**config.mk**
```make
export PLATFORM = sky130hd
export DESIGN_NAME = rai_queue
export DESIGN_NICKNAME = d
export VERILOG_FILES = /design/src/rtl/core/rai_pkg.sv /design/src/rtl/core/rai_queue.sv
export SDC_FILE = /design/constraint.sdc
export NUM_CORES = 1
export LEC_CHECK = 0
export BUFFER_PORTS_ARGS = -buffer_cell sky130_fd_sc_hd__buf_2
export CAP_MARGIN = 0
export CELL_PAD_IN_SITES_DETAIL_PLACEMENT = 1
export CELL_PAD_IN_SITES_GLOBAL_PLACEMENT = 2
export CORE_MARGIN = 2
export CORE_UTILIZATION = 40
export CTS_BUF_LIST = sky130_fd_sc_hd__clkbuf_4
export CTS_CLUSTER_DIAMETER = 80
export DETAILED_ROUTE_END_ITERATION = 7
export PLACE_DENSITY_LB_ADDON = 0.1
export SLEW_MARGIN = 20
export SYNTH_ARGS = -nofsm -noshare
export SYNTH_HDL_FRONTEND = slang
export SYNTH_SLANG_ARGS = --single-unit
```
**constraint.sdc**
```tcl
create_clock -name clk -period 11.1 [get_ports clk]
set_input_delay 2.22 -clock clk [delete_from_list [all_inputs] [get_ports clk]]
set_output_delay 2.22 -clock clk [all_outputs]
set_load 0.02 [all_outputs]
```
**src/rtl/core/rai_pkg.sv**
```systemverilog
`timescale 1ns / 1ps
// ----------------------------------------------------------------------------
// rai_pkg
// Shared types, constants and helpers of the route angle interpolator.
// ----------------------------------------------------------------------------
package rai_pkg;

  localparam int CENTER_LIMIT = 9000;
  localparam int NODE_COUNT   = 5;
  localparam int NODE_W       = 64;
  localparam int LAP_W        = 31;
  localparam int HW_W         = 32;
  localparam int CFG_IDX_W    = 3;
  localparam int CFG_DATA_W   = 64;

  // divider of front and back: 50-bit dividend, 33-bit divisor, one quotient bit a step
  localparam int DVD_W     = 50;
  localparam int DVS_W     = 33;
  localparam int DIV_STEPS = DVD_W;
  localparam int DIV_CNT_W = $clog2(DIV_STEPS);

  localparam int ACC_W = 20;

  localparam logic [14:0]  Q15_ONE  = 15'd32767;
  localparam logic [16:0]  SMOOTH_3 = 17'd98301;
  localparam logic signed [ACC_W-1:0] LIM_POS = ACC_W'(CENTER_LIMIT);
  localparam logic signed [ACC_W-1:0] LIM_NEG = -LIM_POS;

  typedef enum logic [CFG_IDX_W-1:0] {
    CFG_NODE0    = 3'd0,
    CFG_NODE1    = 3'd1,
    CFG_NODE2    = 3'd2,
    CFG_NODE3    = 3'd3,
    CFG_NODE4    = 3'd4,
    CFG_LAP      = 3'd5,
    CFG_HALF_WIN = 3'd6,
    CFG_ROUTE_EN = 3'd7
  } cfg_idx_t;

  typedef logic [NODE_COUNT-1:0][NODE_W-1:0] node_arr_t;

  typedef struct packed {
    logic signed [31:0] travel_distance;
    logic signed [15:0] yaw_measured;
    logic signed [15:0] pitch_measured;
  } in_item_t;

  typedef struct packed {
    logic signed [31:0] wrapped_distance;
    logic [1:0]         segment_index;
    logic signed [15:0] yaw_center;
    logic signed [15:0] pitch_center;
    logic               active_flag;
    logic signed [15:0] yaw_error;
    logic signed [15:0] pitch_error;
  } out_item_t;

  // classified request passed from front to back
  typedef struct packed {
    in_item_t           item;
    logic signed [31:0] wrap_dist;
    logic [1:0]         seg;
    logic               found;
    logic [32:0]        num;
    logic [32:0]        den;
  } job_t;

  typedef enum logic [1:0] {
    FE_IDLE,
    FE_WRAP,
    FE_PUSH
  } fe_state_t;

  typedef enum logic [3:0] {
    BE_IDLE,
    BE_LOAD,
    BE_Q_DIV,
    BE_S_MUL1,
    BE_S_MUL2,
    BE_S_DIV,
    BE_S_DIV2,
    BE_N_MUL,
    BE_N_DIV,
    BE_AX_MUL,
    BE_AX_GO,
    BE_AX_DIV,
    BE_FIN
  } be_state_t;

  function automatic logic signed [31:0] node_dist(input logic [NODE_W-1:0] w);
    return $signed(w[31:0]);
  endfunction

  function automatic logic signed [15:0] node_yaw(input logic [NODE_W-1:0] w);
    return $signed(w[47:32]);
  endfunction

  function automatic logic signed [15:0] node_pitch(input logic [NODE_W-1:0] w);
    return $signed(w[63:48]);
  endfunction

  function automatic logic signed [15:0] clamp_lim(input logic signed [ACC_W-1:0] v);
    logic signed [ACC_W-1:0] r;
    if (v > LIM_POS) begin
      r = LIM_POS;
    end else if (v < LIM_NEG) begin
      r = LIM_NEG;
    end else begin
      r = v;
    end
    return r[15:0];
  endfunction

  // error beyond the dead band; magnitude of the half window taken wide
  function automatic logic signed [15:0] win_err(input logic signed [15:0] center,
                                                 input logic signed [15:0] pos,
                                                 input logic signed [15:0] hw);
    logic signed [ACC_W-1:0] diff;
    logic signed [ACC_W-1:0] mag;
    logic signed [15:0]      r;
    diff = ACC_W'(center) - ACC_W'(pos);
    mag  = hw[15] ? -ACC_W'(hw) : ACC_W'(hw);
    if (diff > mag) begin
      r = clamp_lim(diff - mag);
    end else if (diff < -mag) begin
      r = clamp_lim(diff + mag);
    end else begin
      r = '0;
    end
    return r;
  endfunction

endpackage

```
**src/rtl/core/rai_queue.sv**
```systemverilog
`timescale 1ns / 1ps
// ----------------------------------------------------------------------------
// rai_queue
// Two-entry queue of classified requests between front and back.
// ----------------------------------------------------------------------------
module rai_queue (
  input  logic          clk,
  input  logic          rst,
  input  logic          push,
  input  rai_pkg::job_t job_in,
  input  logic          pop,
  output rai_pkg::job_t job_out,
  output logic          empty,
  output logic          full
);

  rai_pkg::job_t slots [2];
  logic          wr_ptr;
  logic          rd_ptr;
  logic [1:0]    count;

  assign empty   = (count == 2'd0);
  assign full    = (count == 2'd2);
  assign job_out = slots[rd_ptr];

  always_ff @(posedge clk) begin
    if (rst) begin
      wr_ptr <= 1'b0;
      rd_ptr <= 1'b0;
      count  <= '0;
    end else begin
      if (push) begin
        wr_ptr <= ~wr_ptr;
      end
      if (pop) begin
        rd_ptr <= ~rd_ptr;
      end
      count <= count + {1'b0, push} - {1'b0, pop};
    end
  end

  always_ff @(posedge clk) begin
    if (push) begin
      slots[wr_ptr] <= job_in;
    end
  end

endmodule

```
==> results.md <==
* Initial antenna violation count at 12
* CTS Hold Bufs at 0
* Fill count at 2894
* Syn_nets at 705
* CTS H-Tree Depth at 3
* TNS Setup at 0 ps
* RSZ-0062 raised after global routing: no
* WL per Instance at 19.2 um
* Layout area overhead at 25.6%
* Detailed-route via count at 6482
* CTS Buffer Depth at 3
* Clock Pin Slew Worst Setup and Hold Paths at 60 ps
* Clk_skew at 52.6 ps
* Status: finished, final reports clean
* Number of buffers created by CTS at 88
* Die H at 179 um
* Core Box Area at 0.0298 sq mm
* Die area at 0.0319 sq mm
* Nets at 1118
* Wirelength, routed at 26.9 mm
* Mapped Area at 0.0122 sq mm
* Gpl congestion at 0.728
* Final setup vio count at 0
* Number of global-route vias before repair at 7272
* GRT overflow at 0
* Crit-path cells: buf_4 -> mux2_2 -> buf_2
* Max stage delay cell, worst path: buf_4
* Lkg Pwr at 5.80 nW
* Post-CTS Resized at 0
* TritonCTS clock tree: yes
* Max Slew Vio Count at 0
* Power per cell area at 187 mW/mm^2
* Clk root buf: clkbuf_4
* Drt first pass iters at 4
* Crit path max fanout at 69
* All-layer global routing usage at 0.165
* Minimum clock period at 5070 ps
* Port Buffer Count at 335
* Design Power at 2.86 mW
* Setup bufs post-CTS at 0
* Final ANT Viol Nets at 0
* Max Cap Viol at 0
* Clock latency on the worst-skew pair at 680 ps
* Max incr delay on CP at 790 ps
* Initial Util at 0.409
* Max IR drop VDD at 95.0 uV
* Period Utilization, post-route at 0.457
* DRC at 0
* Worst Setup Start Kind: flop
* Post-Syn Instances at 534
* CP bufs+invs at 2
* Die X-Extent at 179 um
* First-pass GRT wire length at 39.4 mm
* Clk sinks at 335
* Data required, critical path at 8880 ps
* Headroom to the max-slew limit at 0.307
* Hold/Removal Path Class: reg2reg
* Share of layout cells above drive strength 1 at 0.645
* Setup Crit Path Kind: reg2out
* Critical path endpoint category: output pin
* Worst-Margin Slew at 1040 ps
* I/O pins at 336
* Pin count of the biggest net entering global routing at 79
* Unique cell type count in the Yosys netlist at 12
* Via density at 4.63
* DRC marker count from the first detailed-route iteration at 237
* Rows at 63
* Synth warn at 0
* Arr. time, crit path at 2850 ps
* Sequential share of the synthesized area at 0.822
* Peak Freq at 197 MHz
* Fin. Hold Viols at 0
* CP top delay family: buffers and inverters
* Mean Syn Cell Area at 22.8 sq um
* #FFs+latches synth at 335
* HPWL after detailed placement at 17.9 mm
==> cells in the mapped netlist <==
cell type,instances,area (sq um)
edfxtp_1,330,9910
mux2_2,165,1860
buf_6,17,191
dfxtp_1,5,100
nor2_1,5,18.8
nor2b_1,3,18.8
ha_1,2,25.0
inv_1,2,7.51
xnor2_1,2,17.5
and2_1,1,6.26
buf_2,1,5.00
xnor3_1,1,22.5
==> state kept, by name, summed over array words and instances, names as in the netlist, named ones only <==
register and flops:
slots 330, rd_ptr 1, count 2, wr_ptr 1
==> worst min-delay path: stages (launching register included) <==
cell and delay (ps):
dfxtp_1 330, xnor2_1 90, nor2_1 80
==> stage by stage <==
stage / hold WS [ps] / util / cell area (sq um) / cells / setup WS (ps)
after floorplan: 480 / - / 12200 / 534 / 1040
after global placement: 489 / 0.477 / 14200 / 1247 / 6680
after detailed placement: 523 / 0.477 / 14200 / 1247 / 6630
after CTS: 544 / 0.513 / 15300 / 1393 / 5880
after global routing: 575 / 0.513 / 15300 / 1397 / 5790
final: 535 / 0.513 / 15300 / 1400 / 6030
==> area by class of cell <==
class                      count  area [sq um]  area share
inverter                       2          7.51    0.000491
timing repair buffer         341          1730       0.113
multi-input combinational    179          1980       0.129
tap                          390           488      0.0319
clock buffer                 134          1010      0.0658
antenna                        7          17.5     0.00115
sequential                   335         10000       0.655
clock inverter                12          60.1     0.00393
==> cells in the final DEF, fill, tap and decap left out <==
master      count
nor2_1          5
buf_6           2
dfxtp_4         1
clkbuf_4      134
dfxtp_1         4
xnor2_1         2
xnor3_1         1
buf_4           4
nor2b_4         1
clkinvlp_4      4
edfxtp_1      330
nor2b_1         2
diode_2         7
clkinv_1        8
mux2_2        165
and2_4          1
ha_1            2
buf_2         335
inv_1           2
==> final timing paths <==
kind	slack, ps	depth (start not counted)	endpoint	startpoint
worst min-delay path	540	2	flop	rd_ptr$_SDFFE_PP0P_
worst max-delay path	6030	3	job_out[42]	flop
worst max register to register	9060	2	slots[0][19]$_DFFE_PP_	wr_ptr$_SDFFE_PP0P_
worst min register to register	540	2	flop	rd_ptr$_SDFFE_PP0P_
==> kinds of logic (layout without fill, tap and decap cells) <==
kind of cell             Yosys count  after routing  synth area share
adder cells (fa/ha/maj)            2              2           0.00205
flip-flops                       335            335             0.822
multiplexers                     165            165             0.153
XOR/XNOR                           3              3           0.00329
buffers and inverters             20            489            0.0167
other                              0              7                 0
AND/OR/NAND/NOR                    9              9           0.00360
==> routing by layer <==
metal	part of all wire	routed length, um	GRT usage
met5	0.0029	79	0
met4	0.016	433	0.0623
met3	0.096	2590	0.0718
met2	0.50	13600	0.276
met1	0.38	10200	0.187
==> power breakdown <==
group          switching, mW  internal [mW]
sequential            0.0237           1.48
clock                  0.464          0.544
combinational          0.215          0.140
(Power assumes the default switching activity.)
