### config.mk
export PLATFORM = sky130hd
export DESIGN_NAME = rai_front
export DESIGN_NICKNAME = d
export VERILOG_FILES = /design/src/rtl/core/rai_pkg.sv /design/src/rtl/core/rai_div.sv /design/src/rtl/core/rai_front.sv
export SDC_FILE = /design/constraint.sdc
export NUM_CORES = 1
export LEC_CHECK = 0
export BUFFER_PORTS_ARGS = -buffer_cell sky130_fd_sc_hd__buf_4
export CORE_MARGIN = 3
export CORE_UTILIZATION = 45
export CTS_CLUSTER_DIAMETER = 30
export CTS_CLUSTER_SIZE = 16
export DETAILED_ROUTE_END_ITERATION = 16
export GPL_TIMING_DRIVEN = 0
export PLACE_DENSITY = 0.71
export RECOVER_POWER = 25
export SYNTH_ARGS = -nofsm -noshare
export SYNTH_HDL_FRONTEND = slang
export SYNTH_SLANG_ARGS = --single-unit
### constraint.sdc
create_clock -name clk -period 8.8 [get_ports clk]
set_input_delay 0.44 -clock clk [delete_from_list [all_inputs] [get_ports clk]]
set_output_delay 0.44 -clock clk [all_outputs]
set_load 0.05 [all_outputs]
### src/rtl/core/rai_pkg.sv
`timescale 1ns / 1ps
// ----------------------------------------------------------------------------
// rai_pkg
// Shared types, constants and helpers of the route angle interpolator.
// ----------------------------------------------------------------------------
package rai_pkg;

  localparam int CENTER_LIMIT = 9000;
  localparam int NODE_COUNT   = 5;
  localparam int NODE_W       = 64;
  localparam int LAP_W        = 31;
  localparam int HW_W         = 32;
  localparam int CFG_IDX_W    = 3;
  localparam int CFG_DATA_W   = 64;

  // divider of front and back: 50-bit dividend, 33-bit divisor, one quotient bit a step
  localparam int DVD_W     = 50;
  localparam int DVS_W     = 33;
  localparam int DIV_STEPS = DVD_W;
  localparam int DIV_CNT_W = $clog2(DIV_STEPS);

  localparam int ACC_W = 20;

  localparam logic [14:0]  Q15_ONE  = 15'd32767;
  localparam logic [16:0]  SMOOTH_3 = 17'd98301;
  localparam logic signed [ACC_W-1:0] LIM_POS = ACC_W'(CENTER_LIMIT);
  localparam logic signed [ACC_W-1:0] LIM_NEG = -LIM_POS;

  typedef enum logic [CFG_IDX_W-1:0] {
    CFG_NODE0    = 3'd0,
    CFG_NODE1    = 3'd1,
    CFG_NODE2    = 3'd2,
    CFG_NODE3    = 3'd3,
    CFG_NODE4    = 3'd4,
    CFG_LAP      = 3'd5,
    CFG_HALF_WIN = 3'd6,
    CFG_ROUTE_EN = 3'd7
  } cfg_idx_t;

  typedef logic [NODE_COUNT-1:0][NODE_W-1:0] node_arr_t;

  typedef struct packed {
    logic signed [31:0] travel_distance;
    logic signed [15:0] yaw_measured;
    logic signed [15:0] pitch_measured;
  } in_item_t;

  typedef struct packed {
    logic signed [31:0] wrapped_distance;
    logic [1:0]         segment_index;
    logic signed [15:0] yaw_center;
    logic signed [15:0] pitch_center;
    logic               active_flag;
    logic signed [15:0] yaw_error;
    logic signed [15:0] pitch_error;
  } out_item_t;

  // classified request passed from front to back
  typedef struct packed {
    in_item_t           item;
    logic signed [31:0] wrap_dist;
    logic [1:0]         seg;
    logic               found;
    logic [32:0]        num;
    logic [32:0]        den;
  } job_t;

  typedef enum logic [1:0] {
    FE_IDLE,
    FE_WRAP,
    FE_PUSH
  } fe_state_t;

  typedef enum logic [3:0] {
    BE_IDLE,
    BE_LOAD,
    BE_Q_DIV,
    BE_S_MUL1,
    BE_S_MUL2,
    BE_S_DIV,
    BE_S_DIV2,
    BE_N_MUL,
    BE_N_DIV,
    BE_AX_MUL,
    BE_AX_GO,
    BE_AX_DIV,
    BE_FIN
  } be_state_t;

  function automatic logic signed [31:0] node_dist(input logic [NODE_W-1:0] w);
    return $signed(w[31:0]);
  endfunction

  function automatic logic signed [15:0] node_yaw(input logic [NODE_W-1:0] w);
    return $signed(w[47:32]);
  endfunction

  function automatic logic signed [15:0] node_pitch(input logic [NODE_W-1:0] w);
    return $signed(w[63:48]);
  endfunction

  function automatic logic signed [15:0] clamp_lim(input logic signed [ACC_W-1:0] v);
    logic signed [ACC_W-1:0] r;
    if (v > LIM_POS) begin
      r = LIM_POS;
    end else if (v < LIM_NEG) begin
      r = LIM_NEG;
    end else begin
      r = v;
    end
    return r[15:0];
  endfunction

  // error beyond the dead band; magnitude of the half window taken wide
  function automatic logic signed [15:0] win_err(input logic signed [15:0] center,
                                                 input logic signed [15:0] pos,
                                                 input logic signed [15:0] hw);
    logic signed [ACC_W-1:0] diff;
    logic signed [ACC_W-1:0] mag;
    logic signed [15:0]      r;
    diff = ACC_W'(center) - ACC_W'(pos);
    mag  = hw[15] ? -ACC_W'(hw) : ACC_W'(hw);
    if (diff > mag) begin
      r = clamp_lim(diff - mag);
    end else if (diff < -mag) begin
      r = clamp_lim(diff + mag);
    end else begin
      r = '0;
    end
    return r;
  endfunction

endpackage

### src/rtl/core/rai_div.sv
`timescale 1ns / 1ps
// ----------------------------------------------------------------------------
// rai_div
// Restoring unsigned divider, one quotient bit per cycle.
// ----------------------------------------------------------------------------
module rai_div (
  input  logic                       clk,
  input  logic                       rst,
  input  logic                       start,
  input  logic [rai_pkg::DVD_W-1:0]  dividend,
  input  logic [rai_pkg::DVS_W-1:0]  divisor,
  output logic                       done,
  output logic [rai_pkg::DVD_W-1:0]  quotient,
  output logic [rai_pkg::DVS_W-1:0]  remainder
);

  logic                          run;
  logic [rai_pkg::DIV_CNT_W-1:0] cnt;
  logic [rai_pkg::DVS_W-1:0]     dvs;
  logic [rai_pkg::DVS_W:0]       rem_sh;
  logic                          fits;

  assign rem_sh = {remainder, quotient[rai_pkg::DVD_W-1]};
  assign fits   = rem_sh >= {1'b0, dvs};

  always_ff @(posedge clk) begin
    if (rst) begin
      run  <= 1'b0;
      done <= 1'b0;
      cnt  <= '0;
    end else begin
      done <= 1'b0;
      if (start) begin
        run <= 1'b1;
        cnt <= '0;
      end else if (run) begin
        cnt <= cnt + 1'b1;
        if (cnt == rai_pkg::DIV_CNT_W'(rai_pkg::DIV_STEPS - 1)) begin
          run  <= 1'b0;
          done <= 1'b1;
        end
      end
    end
  end

  always_ff @(posedge clk) begin
    if (start) begin
      remainder <= '0;
      quotient  <= dividend;
      dvs       <= divisor;
    end else if (run) begin
      remainder <= fits ? rai_pkg::DVS_W'(rem_sh - {1'b0, dvs})
                        : rem_sh[rai_pkg::DVS_W-1:0];
      quotient  <= {quotient[rai_pkg::DVD_W-2:0], fits};
    end
  end

endmodule

### src/rtl/core/rai_front.sv
`timescale 1ns / 1ps
// ----------------------------------------------------------------------------
// rai_front
// Accept a request, wrap the distance by the lap and find its segment.
// ----------------------------------------------------------------------------
module rai_front (
  input  logic                         clk,
  input  logic                         rst,
  input  logic                         start,
  input  rai_pkg::in_item_t            item,
  input  rai_pkg::node_arr_t           nodes,
  input  logic [rai_pkg::LAP_W-1:0]    lap_length,
  input  logic                         q_full,
  output logic                         busy,
  output logic                         push,
  output rai_pkg::job_t                job
);

  rai_pkg::fe_state_t state, state_next;
  rai_pkg::in_item_t  cur;
  logic signed [31:0] wrap_dist;
  logic               neg;

  logic                        div_start;
  logic [rai_pkg::DVD_W-1:0]   div_dvd;
  logic                        div_done;
  logic [rai_pkg::DVD_W-1:0]   div_quo;
  logic [rai_pkg::DVS_W-1:0]   div_rem;
  logic [31:0]                 mag;
  logic [rai_pkg::LAP_W-1:0]   rem;

  assign mag     = item.travel_distance[31] ? (~item.travel_distance + 32'd1)
                                            : item.travel_distance;
  assign div_dvd = rai_pkg::DVD_W'(mag);
  assign rem     = div_rem[rai_pkg::LAP_W-1:0];

  rai_div u_div (
    .clk       (clk),
    .rst       (rst),
    .start     (div_start),
    .dividend  (div_dvd),
    .divisor   (rai_pkg::DVS_W'(lap_length)),
    .done      (div_done),
    .quotient  (div_quo),
    .remainder (div_rem)
  );

  always_comb begin
    state_next = state;
    unique case (state)
      rai_pkg::FE_IDLE: begin
        if (start) begin
          state_next = (lap_length == '0) ? rai_pkg::FE_PUSH : rai_pkg::FE_WRAP;
        end
      end
      rai_pkg::FE_WRAP: begin
        if (div_done) begin
          state_next = rai_pkg::FE_PUSH;
        end
      end
      rai_pkg::FE_PUSH: begin
        if (!q_full) begin
          state_next = rai_pkg::FE_IDLE;
        end
      end
      default: state_next = rai_pkg::FE_IDLE;
    endcase
  end

  always_comb begin
    busy      = (state != rai_pkg::FE_IDLE);
    div_start = (state == rai_pkg::FE_IDLE) && start && (lap_length != '0);
    push      = (state == rai_pkg::FE_PUSH) && !q_full;
  end

  // first segment that holds the distance wins
  always_comb begin
    logic signed [31:0] a;
    logic signed [31:0] b;
    job.item      = cur;
    job.wrap_dist = wrap_dist;
    job.seg       = 2'd3;
    job.found     = 1'b0;
    job.num       = '0;
    job.den       = '0;
    for (int i = 3; i >= 0; i--) begin
      a = rai_pkg::node_dist(nodes[i]);
      b = rai_pkg::node_dist(nodes[i+1]);
      if (wrap_dist >= a && wrap_dist < b) begin
        job.seg   = 2'(i);
        job.found = 1'b1;
        job.num   = 33'({wrap_dist[31], wrap_dist} - {a[31], a});
        job.den   = 33'({b[31], b} - {a[31], a});
      end
    end
  end

  always_ff @(posedge clk) begin
    if (rst) begin
      state <= rai_pkg::FE_IDLE;
    end else begin
      state <= state_next;
    end
  end

  always_ff @(posedge clk) begin
    if (state == rai_pkg::FE_IDLE && start) begin
      cur       <= item;
      wrap_dist <= item.travel_distance;
      neg       <= item.travel_distance[31];
    end else if (state == rai_pkg::FE_WRAP && div_done) begin
      // fold a negative remainder back into the lap
      wrap_dist <= (neg && rem != '0) ? $signed(32'(lap_length - rem))
                                      : $signed(32'(rem));
    end
  end

endmodule

==> summary.txt <==
Synth async-reset ratio: 0%
Reg power frac: 19.4%
Initial antenna violation count: 7
Setup-violating endpoint count in the final report: 0
GRT overflow: 0
Seq/Total Area, Yosys: 21.7%
Most common cell after layout, fill and taps aside: ha_1
Status: finished with violations
Crit path time final: 6.59 ns
Crit path to: job[19]
Final WS setup: 2.21 ns
#FFs+latches synth: 220
CTS HTree Levels: 2
Net Count, Synth: 4327
Fill cells: 5861
Worst-case reg-to-reg path depth: 15
Setup TNS: 0 ns
Core area: 0.0606 mm²
Final #Nets: 4794
Metal2 WL: 52300 µm
Placer congestion estimate: 0.993
Root Driver: clkbuf_16
DRC: 0
# Max-Cap Violations: 1
Top cells by area, synth: edfxtp_1 (17%), ha_1 (16%), a21oi_1 (6.2%)
Die area: 0.0644 mm²
Largest area contributor in the netlist: edfxtp_1
CTS tree: done
DRT Pass-1 Iters: 5
DR WL/cell: 23.5 µm
Yosys cell types: 83
Worst endpoint required time: 8.36 ns
Reg-to-reg setup timing slack: 4.59 ns
Tcrit/Tclk final: 74.9%
Combinational share of power: 62.3%
LEAKAGE: 14.7 nW
Post-synth top flop: edfxtp_1
Hold-fix buffers, CTS: 0
Initial DRC Count: 2820
Clock-pin slew on the worst setup and hold paths: 0.06 ns
Top Metal Used: met5
P_int: 0.00355 W
Post-synth EDFFs: 159
Min-delay worst type: in -> reg
DR vias: 29515
P_sw: 0.00373 W
Mapped cell area: 0.0276 mm²
Setup repair bufs after CTS: 0
Failing checks: max-capacitance violations, max-slew violations
Clock network power share: 18.3%
Fmax: 152 MHz
Hpwl dp: 94900 µm
Bufs on Longest Clock Path: 3
Clock Skew: 0.0313 ns
CP arrival: 6.15 ns
Slew headroom: -4.94%
Routed wire length: 113000 µm
Placement Setup Slack: 2.95 ns
Layout area overhead: 18.5%
Row count: 90
CP Launch Type: flip-flop
Starting density of the core: 45.6%
Share of the synthesized area in the top cell type: 17.3%
Die Height: 254 µm
RR Endpoint: u_div.remainder[21]$_SDFFE_PP0P_
Num ports: 586
Crit Path Max Fanout: 10
Antenna viol nets, final: 0
Number of global-route vias before repair: 27893
Yosys warns: 0
Fin. max-slew vios: 29
Sw Ratio: 51.3%
Largest net degree at the start of global routing: 37
Metal1 wirelength: 45500 µm
DIE WIDTH: 254 µm
Clock tree sinks: 220
PwrDens: 222 mW/mm²
Inserted Clock Buffers: 36
Hold-critical path depth: 1
Worst-Margin Slew: 1.57 ns
RSZ-0062 raised after global routing: no
Post-CTS sizing: 0
Share of layout cells above drive strength 1: 11.5%
Hold Violations, Final: 0
Clk Latency, worst-skew pair: 0.53 ns
Crit. Startpoint: wrap_dist[16]$_DFFE_PP_
Vias/cell: 6.12
WHS: 0.0992 ns
Critical R2R Launch: u_div.quotient[49]$_SDFFE_PP0P_
Cells after Synth: 3546
Met3 WL: 10200 µm
Worst VDD drop: 0.195 mV
Kind of critical path: reg -> out
Syn avg cell area: 7.79 µm²
GRT Util Overall: 33.5%
Port bufs: 425
Most frequent cells in the layout: ha_1 (352), a21oi_1 (342), buf_4 (322)
First-pass GRT wire length: 164000 µm
CP endpoint kind: output pin
-- power by group through the flow --
stage          sequential, W  combinational (W)  clock (W)
2_1_floorplan        0.00148            0.00290          0
3_3_place_gp         0.00143            0.00443          0
3_5_place_dp         0.00142            0.00444          0
4_1_cts              0.00140            0.00446    0.00135
5_1_grt              0.00142            0.00482    0.00139
6_report             0.00141            0.00454    0.00133
-- cells by family (layout without fill, tap and decap cells) --
logic type                 after synthesis  after routing  share of synthesized area [%]
xor gates and xnor gates               288            288                           9.13
DFF                                    220            220                           21.7
adders and majority gates              362            362                           16.7
and+or+nand+nor                        990            990                           17.1
AOI/OAI and AO/OA                     1246           1246                           28.6
other                                    0              3                              0
muxes                                   31             31                           1.13
buffers and inverters                  409            902                           5.64
-- how the worst min path moves through the flow --
stage | start | endpoint | slack (ns)
after floorplan | u_div.cnt[5]$_SDFFE_PP0P_ | u_div.done$_SDFF_PP0_ | 0.45
after global placement | u_div.quotient[31]$_DFFE_PP_ | u_div.quotient[32]$_SDFFE_PP0P_ | 0.47
after detailed placement | u_div.quotient[31]$_DFFE_PP_ | u_div.quotient[32]$_SDFFE_PP0P_ | 0.48
after CTS | item[14] | job[115]$_DFFE_PP_ | 0.06
after global routing | item[27] | job[128]$_DFFE_PP_ | 0.09
final | item[14] | job[115]$_DFFE_PP_ | 0.1
-- layer usage --
metal | GRT usage, % | up-vias
li1 | - | 14047
met1 | 42.6 | 13756
met2 | 56.1 | 1448
met3 | 5.27 | 254
met4 | 14.8 | 10
met5 | 0 | -
-- worst max-delay path, cell delays in order, from the launching register on --
cell and delay [ns]:
edfxtp_1 0.59, ha_1 0.37, clkbuf_1 0.32, nand4_1 0.22, or3_1 0.39, a211oi_1 0.56
o31ai_1 0.30, a211oi_1 0.53, nor2_1 0.13, nand2_1 0.26, clkbuf_1 0.69, o311ai_0 0.46
o211ai_1 0.20, o21ai_0 0.29, buf_4 0.31
-- cell usage after synthesis (all sizes together) (21+ instances only) --
master and number:
nor2 278, o21bai 31, nor3 49, nand3 57, nand2 295, o21ai 306
a21oi 343, nor2b 51, dfxtp 61, and2 21, o22ai 34, o211ai 38
a21o 140, o221ai 22, inv 293, nor4 25, nand2b 55, or3 21
a221oi 29, ha 352, a31oi 58, xnor2 150, mux2i 30, edfxtp 159
xor2 138, clkbuf 96, o21a 50, nand4 59, and3 32, a211oi 35
-- final cells by class --
| type | count | area (µm²) | area share, % |
|---|---|---|---|
| multi-input combinational | 2917 | 20100 | 61.3 |
| sequential | 220 | 6000 | 18.3 |
| timing repair buffer | 429 | 2980 | 9.09 |
| inverter | 293 | 1100 | 3.36 |
| tap | 782 | 978 | 2.99 |
| clock buffer | 41 | 951 | 2.90 |
| buffer | 116 | 460 | 1.41 |
| clock inverter | 23 | 194 | 0.592 |
| antenna | 3 | 7.51 | 0.0229 |
-- per-stage QoR --
stage	power [W]	utilization (%)	cell area, µm²	cells
2_1_floorplan	0.00439	-	27600	3546
3_3_place_gp	0.00585	52.5	31800	4753
3_5_place_dp	0.00586	52.6	31900	4757
4_1_cts	0.00722	54.5	33000	4821
5_1_grt	0.00763	54.0	32700	4821
6_report	0.00728	54.0	32700	4824
-- state kept, by name (all words and copies together) (netlist names) --
signal	cells
u_div.run	1
u_div.remainder	33
u_div.cnt	6
wrap_dist	32
u_div.done	1
u_div.quotient	50
u_div.dvs	31
state	2
job	64
Note: power is estimated with default switching activity, not from simulation.
